File: src/rtl/skt_pkg.sv
// ----------------------------------------------------------------------------
// skt_pkg
// Shared types and constants for the sorted key table.
// ----------------------------------------------------------------------------
package skt_pkg;

  localparam int Capacity = 64;
  localparam int AddrW    = $clog2(Capacity);
  localparam int CntW     = $clog2(Capacity + 1);
  localparam int KeyW     = 32;

  typedef enum logic [1:0] {
    OP_SEARCH = 2'd0,
    OP_INSERT = 2'd1,
    OP_DELETE = 2'd2,
    OP_CLEAR  = 2'd3
  } op_e;

  typedef enum logic [1:0] {
    STAT_OK   = 2'd0,
    STAT_MISS = 2'd1,
    STAT_FULL = 2'd2
  } status_e;

  typedef logic signed [KeyW-1:0] key_t;

  // Compare result of a stored key against the item key.
  typedef struct packed {
    logic eq;
    logic gt;
  } cmp_t;

endpackage

File: src/rtl/sorted_key_table_core.sv
// ----------------------------------------------------------------------------
// sorted_key_table_core
// Sorted table of signed 32-bit keys with binary search, insert and delete.
// ----------------------------------------------------------------------------
// Pulse start_i with an opcode and a key while busy_o is low; exactly one
// result comes back on status_o, position_o and entry_count_o, valid for the
// single cycle in which done_o is high. The receiver cannot hold a result off,
// so sample it on that cycle. All work runs through one key memory with one
// read and one write port and one shared comparator, so the work per item
// depends on the operation: clear, insert into a full or an empty table and
// search or delete on an empty table finish straight from idle; search runs an
// address and a compare step per probe (at most 7 probes for 64 entries); any
// other insert moves each larger key up one place, from the top, and then
// writes the new key; delete runs the search and then moves each later key down
// one place. done_o rises the cycle after the last step, and busy_o is already
// low then, so the next item may start in that cycle.
// ----------------------------------------------------------------------------
module sorted_key_table_core (
  input  logic                      clk_i,
  input  logic                      rst_ni,
  input  logic                      start_i,
  input  logic [1:0]                opcode_i,
  input  logic signed [31:0]        key_i,
  output logic                      busy_o,
  output logic                      done_o,
  output logic [1:0]                status_o,
  output logic [skt_pkg::AddrW-1:0] position_o,
  output logic [skt_pkg::CntW-1:0]  entry_count_o
);
  import skt_pkg::*;

  typedef logic signed [CntW:0] sidx_t;
  typedef logic        [CntW:0] ext_t;

  typedef enum logic [5:0] {
    ST_IDLE    = 6'b000001,
    ST_S_ADDR  = 6'b000010,
    ST_S_CMP   = 6'b000100,
    ST_D_SHIFT = 6'b001000,
    ST_I_SHIFT = 6'b010000,
    ST_I_PLACE = 6'b100000
  } state_e;

  state_e              state_q, state_d;
  op_e                 op_q, op_d;
  key_t                key_q, key_d;
  logic [CntW-1:0]     cnt_q, cnt_d;
  sidx_t               lo_q, lo_d, hi_q, hi_d;
  logic [AddrW-1:0]    mid_q, mid_d;
  logic [AddrW-1:0]    ptr_q, ptr_d;
  logic                done_q, done_d;
  status_e             status_q, status_d;
  logic [AddrW-1:0]    pos_q, pos_d;

  // memory and comparator hookup
  logic                we;
  logic [AddrW-1:0]    waddr, raddr;
  key_t                wdata, rdata;
  cmp_t                cmp;

  sidx_t               mid_sum, lo_n, hi_n;

  skt_store u_store (
    .clk_i   (clk_i),
    .we_i    (we),
    .waddr_i (waddr),
    .wdata_i (wdata),
    .raddr_i (raddr),
    .rdata_o (rdata)
  );

  skt_cmp u_cmp (
    .stored_i (rdata),
    .key_i    (key_q),
    .cmp_o    (cmp)
  );

  assign mid_sum = lo_q + hi_q;

  always_comb begin
    state_d  = state_q;
    op_d     = op_q;
    key_d    = key_q;
    cnt_d    = cnt_q;
    lo_d     = lo_q;
    hi_d     = hi_q;
    mid_d    = mid_q;
    ptr_d    = ptr_q;
    done_d   = 1'b0;
    status_d = status_q;
    pos_d    = pos_q;
    we       = 1'b0;
    waddr    = ptr_q;
    wdata    = key_q;
    raddr    = '0;
    lo_n     = lo_q;
    hi_n     = hi_q;

    case (state_q)
      ST_IDLE: begin
        if (start_i) begin
          op_d  = op_e'(opcode_i);
          key_d = key_i;
          case (op_e'(opcode_i))
            OP_CLEAR: begin
              // drop all entries; stored keys stay but are no longer valid
              cnt_d    = '0;
              done_d   = 1'b1;
              status_d = STAT_OK;
              pos_d    = '0;
            end
            OP_INSERT: begin
              if (cnt_q >= CntW'(Capacity)) begin
                done_d   = 1'b1;
                status_d = STAT_FULL;
                pos_d    = '0;
              end else if (cnt_q == '0) begin
                we       = 1'b1;
                waddr    = '0;
                wdata    = key_i;
                cnt_d    = CntW'(1);
                done_d   = 1'b1;
                status_d = STAT_OK;
                pos_d    = '0;
              end else begin
                // walk down from the top, reading the last valid entry first
                ptr_d   = cnt_q[AddrW-1:0];
                raddr   = AddrW'(cnt_q - CntW'(1));
                state_d = ST_I_SHIFT;
              end
            end
            default: begin
              if (cnt_q == '0) begin
                done_d   = 1'b1;
                status_d = STAT_MISS;
                pos_d    = '0;
              end else begin
                lo_d    = '0;
                hi_d    = sidx_t'({1'b0, cnt_q}) - sidx_t'(1);
                state_d = ST_S_ADDR;
              end
            end
          endcase
        end
      end

      ST_S_ADDR: begin
        // probe floor((lo + hi) / 2)
        raddr   = mid_sum[AddrW:1];
        mid_d   = mid_sum[AddrW:1];
        state_d = ST_S_CMP;
      end

      ST_S_CMP: begin
        if (cmp.eq) begin
          if (op_q == OP_DELETE) begin
            ptr_d = mid_q;
            if (ext_t'(mid_q) + ext_t'(1) < ext_t'(cnt_q)) begin
              raddr   = mid_q + AddrW'(1);
              state_d = ST_D_SHIFT;
            end else begin
              cnt_d    = cnt_q - CntW'(1);
              done_d   = 1'b1;
              status_d = STAT_OK;
              pos_d    = mid_q;
              state_d  = ST_IDLE;
            end
          end else begin
            done_d   = 1'b1;
            status_d = STAT_OK;
            pos_d    = mid_q;
            state_d  = ST_IDLE;
          end
        end else begin
          if (cmp.gt) begin
            hi_n = sidx_t'({1'b0, mid_q}) - sidx_t'(1);
          end else begin
            lo_n = sidx_t'({1'b0, mid_q}) + sidx_t'(1);
          end
          lo_d = lo_n;
          hi_d = hi_n;
          if (lo_n > hi_n) begin
            done_d   = 1'b1;
            status_d = STAT_MISS;
            pos_d    = '0;
            state_d  = ST_IDLE;
          end else begin
            state_d = ST_S_ADDR;
          end
        end
      end

      ST_D_SHIFT: begin
        // move entry ptr+1 down to ptr, prefetch ptr+2
        we    = 1'b1;
        waddr = ptr_q;
        wdata = rdata;
        ptr_d = ptr_q + AddrW'(1);
        if (ext_t'(ptr_q) + ext_t'(2) < ext_t'(cnt_q)) begin
          raddr = ptr_q + AddrW'(2);
        end else begin
          cnt_d    = cnt_q - CntW'(1);
          done_d   = 1'b1;
          status_d = STAT_OK;
          pos_d    = mid_q;
          state_d  = ST_IDLE;
        end
      end

      ST_I_SHIFT: begin
        // rdata holds entry ptr-1
        we    = 1'b1;
        waddr = ptr_q;
        if (cmp.gt) begin
          wdata = rdata;
          ptr_d = ptr_q - AddrW'(1);
          if (ptr_q == AddrW'(1)) begin
            state_d = ST_I_PLACE;
          end else begin
            raddr = ptr_q - AddrW'(2);
          end
        end else begin
          wdata    = key_q;
          cnt_d    = cnt_q + CntW'(1);
          done_d   = 1'b1;
          status_d = STAT_OK;
          pos_d    = ptr_q;
          state_d  = ST_IDLE;
        end
      end

      ST_I_PLACE: begin
        we       = 1'b1;
        waddr    = ptr_q;
        wdata    = key_q;
        cnt_d    = cnt_q + CntW'(1);
        done_d   = 1'b1;
        status_d = STAT_OK;
        pos_d    = ptr_q;
        state_d  = ST_IDLE;
      end

      default: begin
        state_d = ST_IDLE;
      end
    endcase
  end

  // control state
  always_ff @(posedge clk_i or negedge rst_ni) begin
    if (!rst_ni) begin
      state_q <= ST_IDLE;
      cnt_q   <= '0;
      done_q  <= 1'b0;
    end else begin
      state_q <= state_d;
      cnt_q   <= cnt_d;
      done_q  <= done_d;
    end
  end

  // working and result payload
  always_ff @(posedge clk_i) begin
    op_q     <= op_d;
    key_q    <= key_d;
    lo_q     <= lo_d;
    hi_q     <= hi_d;
    mid_q    <= mid_d;
    ptr_q    <= ptr_d;
    status_q <= status_d;
    pos_q    <= pos_d;
  end

  assign busy_o        = (state_q != ST_IDLE);
  assign done_o        = done_q;
  assign status_o      = status_q;
  assign position_o    = pos_q;
  assign entry_count_o = cnt_q;

  // a result is only shown once the sequencer has gone back to idle
  a_done_idle : assert property (@(posedge clk_i) disable iff (!rst_ni)
    done_o |-> !busy_o)
    else $error("result shown while sequencer busy");

  a_cnt_range : assert property (@(posedge clk_i) disable iff (!rst_ni)
    entry_count_o <= CntW'(Capacity))
    else $error("entry count above capacity");

  a_full_cnt : assert property (@(posedge clk_i) disable iff (!rst_ni)
    (done_o && status_o == STAT_FULL) |-> entry_count_o == CntW'(Capacity))
    else $error("full status with table not full");

  a_clear : assert property (@(posedge clk_i) disable iff (!rst_ni)
    (start_i && !busy_o && opcode_i == OP_CLEAR) |=>
      (done_o && entry_count_o == '0 && status_o == STAT_OK))
    else $error("clear did not empty the table");

endmodule

File: src/rtl/skt_store.sv
// ----------------------------------------------------------------------------
// skt_store
// Key memory: one write port, one read port with registered read data.
// ----------------------------------------------------------------------------
module skt_store (
  input  logic                    clk_i,
  input  logic                    we_i,
  input  logic [skt_pkg::AddrW-1:0] waddr_i,
  input  skt_pkg::key_t           wdata_i,
  input  logic [skt_pkg::AddrW-1:0] raddr_i,
  output skt_pkg::key_t           rdata_o
);
  import skt_pkg::*;

  key_t mem [Capacity];
  key_t rdata_q;

  always_ff @(posedge clk_i) begin
    if (we_i) begin
      mem[waddr_i] <= wdata_i;
    end
  end

  always_ff @(posedge clk_i) begin
    rdata_q <= mem[raddr_i];
  end

  assign rdata_o = rdata_q;

endmodule

File: src/rtl/skt_cmp.sv
// ----------------------------------------------------------------------------
// skt_cmp
// Shared signed key comparator used by search and insert.
// ----------------------------------------------------------------------------
module skt_cmp (
  input  skt_pkg::key_t stored_i,
  input  skt_pkg::key_t key_i,
  output skt_pkg::cmp_t cmp_o
);
  import skt_pkg::*;

  assign cmp_o.eq = (stored_i == key_i);
  assign cmp_o.gt = (stored_i > key_i);

endmodule

File: config.mk
export PLATFORM = sky130hd
export DESIGN_NAME = sorted_key_table_core
export DESIGN_NICKNAME = d
export VERILOG_FILES = /design/src/rtl/skt_pkg.sv /design/src/rtl/sorted_key_table_core.sv /design/src/rtl/skt_store.sv /design/src/rtl/skt_cmp.sv
export SDC_FILE = /design/constraint.sdc
export NUM_CORES = 2
export LEC_CHECK = 0
export BUFFER_PORTS_ARGS = -buffer_cell sky130_fd_sc_hd__buf_2
export CAP_MARGIN = 20
export CORE_ASPECT_RATIO = 0.9
export CORE_MARGIN = 2
export CORE_UTILIZATION = 40
export CTS_CLUSTER_SIZE = 8
export DETAILED_ROUTE_END_ITERATION = 16
export PLACE_DENSITY = 0.59
export SLEW_MARGIN = 20
export SYNTH_ARGS = -nofsm -noshare
export SYNTH_HDL_FRONTEND = slang
export SYNTH_HIERARCHICAL = 1
export SYNTH_SLANG_ARGS = --single-unit
File: constraint.sdc
create_clock -name clk_i -period 7.9 [get_ports clk_i]
set_input_delay 1.185 -clock clk_i [delete_from_list [all_inputs] [get_ports clk_i]]
set_output_delay 1.185 -clock clk_i [all_outputs]
set_load 0.02 [all_outputs]
==> metrics.txt <==
Worst Setup Start Kind=flop; DIE AREA=0.2176 mm^2; Util after Layout=46.32%; Die Wd=491.5 um; Root Buffer=clkbuf_16; XOR/XNOR Fraction of Synth Area=0.2968%; syn_nets=4287; RePlAce Congestion=0.9312; Die Y-Extent=442.8 um; critical path's top delay family=simple AND/OR/NAND/NOR gates; Starting DRT DRC Count=6198; Synth warnings=6; CP Data Required Time=8690 ps; Critical Path End Type=flop; crit share post-route=86.53%; placeable core area=0.2133 mm^2; status=complete, but fails checks; Hold Fails Final Rpt=0; min Tclk post-route=6836 ps; area fraction in compound gates after synthesis=4.485%; clock power share=37.0%; Yosys cell types=76; Fmax=146.3 MHz; Adder-Cell Fraction of Synth Area=1.018%; commonest non-fill, non-tap cells in the layout=edfxtp_1 (2118), mux4_2 (446), clkbuf_16 (327); Post-Syn Area per Cell=20.46 um^2; proportion of synthesized area in mux cells=14.11%; Main synth FF type=edfxtp_1; TritonCTS Sinks=2164; slowest stage delay, CP=980 ps; clock latency on the worst-skew pair=920 ps; Layout Skew=52.24 ps; CTS tree=done; first-pass GRT wire length=341000 um; Via density=6.027; CP Cell Sequence=inv_1 > ha_1 > and4_1 > nand4_1 > or3_1 > nand2b_4 > nor2_1 > nand2_1 > nor2_1 > nand2_1 > nor2_1 > a221o_4 > buf_4 > mux4_2 > a211oi_1 > o21ai_0 > and3_1; peak supply drop=0.2443 mV; unrepaired setup endpoints after global routing=false; via count=44980; PwrDens=327.4 mW/mm^2; Post-synth EDFFs=2118; Leakage=30.48 nW; 1st-pass router iterations=6; Seq/Total Area, Yosys=75.49%; worst-case hold slack=163.6 ps; Area Overhead vs Synth=15.49%; initial core utilization=40.11%; crit-path most repeated cell=nor2_1; Worst Max-Slew Pin Slew=1284 ps; GRT overflow=0; clk slew on worst S/H paths=60 ps; Internal=0.02330 W; PortBufs=53; largest net degree at the start of global routing=84; vias in the first global route=44150; max_cap viols=0; number of synthesized register bits=2164; Slew headroom=14.24%; WL/cell=32.49 um; clk buf depth=4; sw frac=27.98%; Final nets=4602; simple logic cell fraction of the synthesized area=2.695%; commonest non-fill, non-tap cell in the layout=edfxtp_1; switching power total=0.009052 W; row count=161; post-synthesis async set-or-reset flop share=0.6470%; buffers plus inverters on the worst setup path=2; largest family of logic cells by synthesized area=multiplexers; initial antenna violation count=22; Post-DP HPWL=142700 um; Sequential Power Share=44.3%; WL final=242500 um; Post-CTS Hold Buffers=0; TNS Setup=0 ps; # DRC=0; Setup Crit Path Kind=flop to flop; Post-Syn Instances=4181; post-CTS setup repair buffer count=0; gr usage total=22.07%; Slew Limit Fails=0; CP Max Fanout=36; final setup fails=0; H-tree Lvls=5; Post-DRT Antenna Nets=1; min-delay worst type=input port to asynchronous set/reset pin; Post-CTS Resized=0; share of cells above drive strength 1=25.02%; CTS Buf Count=320; combinational group share of total power=18.7%; Critical Path AT=7630 ps; Critical Path Slowest Stage Cell=a211oi_1; failing checks=antenna violations; Syn Std Cell Area=0.08556 mm^2; IO Count=54
[flip-flops by register name (all words and copies together) (netlist names)]
register / cells
position_o: 6
done_o: 1
op_q: 2
u_store/mem: 2048
state_q: 6
hi_q: 8
mid_q: 6
status_o: 2
ptr_q: 6
u_store/rdata_o: 32
lo_q: 8
key_q: 32
entry_count_o: 7
[layer usage]
metal	part of all wire, %	global-route usage, %	routed length (um)
met2	45	32.74	109000
met4	3.3	7.370	7957
met1	41	32.00	99360
met5	0.018	0	44
met3	11	5.373	26130
[power groups by stage]
stage,registers [W],logic [W],clock network [W]
2_1_floorplan,0.0144,0.00350,0
3_3_place_gp,0.0145,0.00589,0
3_5_place_dp,0.0145,0.00599,0
4_1_cts,0.0143,0.00600,0.0122
5_1_grt,0.0143,0.00637,0.0127
6_report,0.0143,0.00604,0.0120
[cell usage after synthesis, types with 20 or more instances]
| master | n | area share (%) |
|---|---|---|
| a211oi_1 | 21 | 0.18 |
| o21ai_0 | 56 | 0.33 |
| mux2i_1 | 193 | 2.3 |
| a21oi_1 | 63 | 0.37 |
| xnor2_1 | 20 | 0.20 |
| ha_1 | 68 | 0.99 |
| a31oi_1 | 25 | 0.18 |
| clkbuf_1 | 99 | 0.43 |
| buf_2 | 58 | 0.34 |
| mux4_2 | 446 | 12 |
| o22ai_1 | 49 | 0.36 |
| nor2_1 | 125 | 0.55 |
| buf_4 | 28 | 0.25 |
| a221o_1 | 42 | 0.49 |
| nand3_1 | 66 | 0.39 |
| a22oi_1 | 132 | 1.2 |
| inv_1 | 59 | 0.26 |
| buf_6 | 32 | 0.42 |
| edfxtp_1 | 2118 | 74 |
| nand2_1 | 79 | 0.35 |
| dfxtp_1 | 32 | 0.75 |
| nor2b_1 | 54 | 0.39 |
[layout make-up]
cell class | count | area, um^2
Inverter | 59 | 221.5
Antenna cell | 10 | 25.02
Multi-Input combinational cell | 1723 | 19980
Clock inverter | 6 | 62.56
Sequential cell | 2164 | 64590
Clock buffer | 421 | 8536
Fill cell | 17580 | 114500
Tap cell | 2852 | 3568
Timing Repair Buffer | 228 | 1832
[worst paths after layout]
| path | start | slack, ps | endpoint | cells past startpoint |
|---|---|---|---|---|
| setup / recovery | key_q[31] | 1060 | u_store/rdata_o[13] | 17 |
| hold reg to reg | state_q[1] | 610 | state_q[2] | 1 |
| hold / removal | rst_ni | 160 | entry_count_o[2] | 1 |
| min in group clk_i | key_i[2] | 480 | key_q[2] | 1 |
| max in group asynchronous | rst_ni | 7440 | state_q[0] | 1 |
| setup reg to reg | key_q[31] | 1060 | u_store/rdata_o[13] | 17 |
[cell families (layout without fill, tap and decap cells)]
group                    after synthesis  after routing
other                                  0             10
XOR/XNOR                              29             29
buffers and inverters                294            714
AO/OA/AOI/OAI                        525            525
multiplexers                         647            647
adder cells (fa/ha/maj)               69             69
flip-flops                          2164           2164
AND/OR/NAND/NOR                      453            453
[stage by stage]
stage	std cells	setup WS [ps]	total power [W]	area [um^2]
after floorplan	4181	2740	0.01794	85560
after global placement	7024	1339	0.02042	90150
after detailed placement	7024	1311	0.02053	90160
after CTS	7451	1271	0.03249	98750
after global routing	7454	972.7	0.03337	98800
final	7463	1064	0.03235	98820
Note: power is estimated with default switching activity, not from simulation.
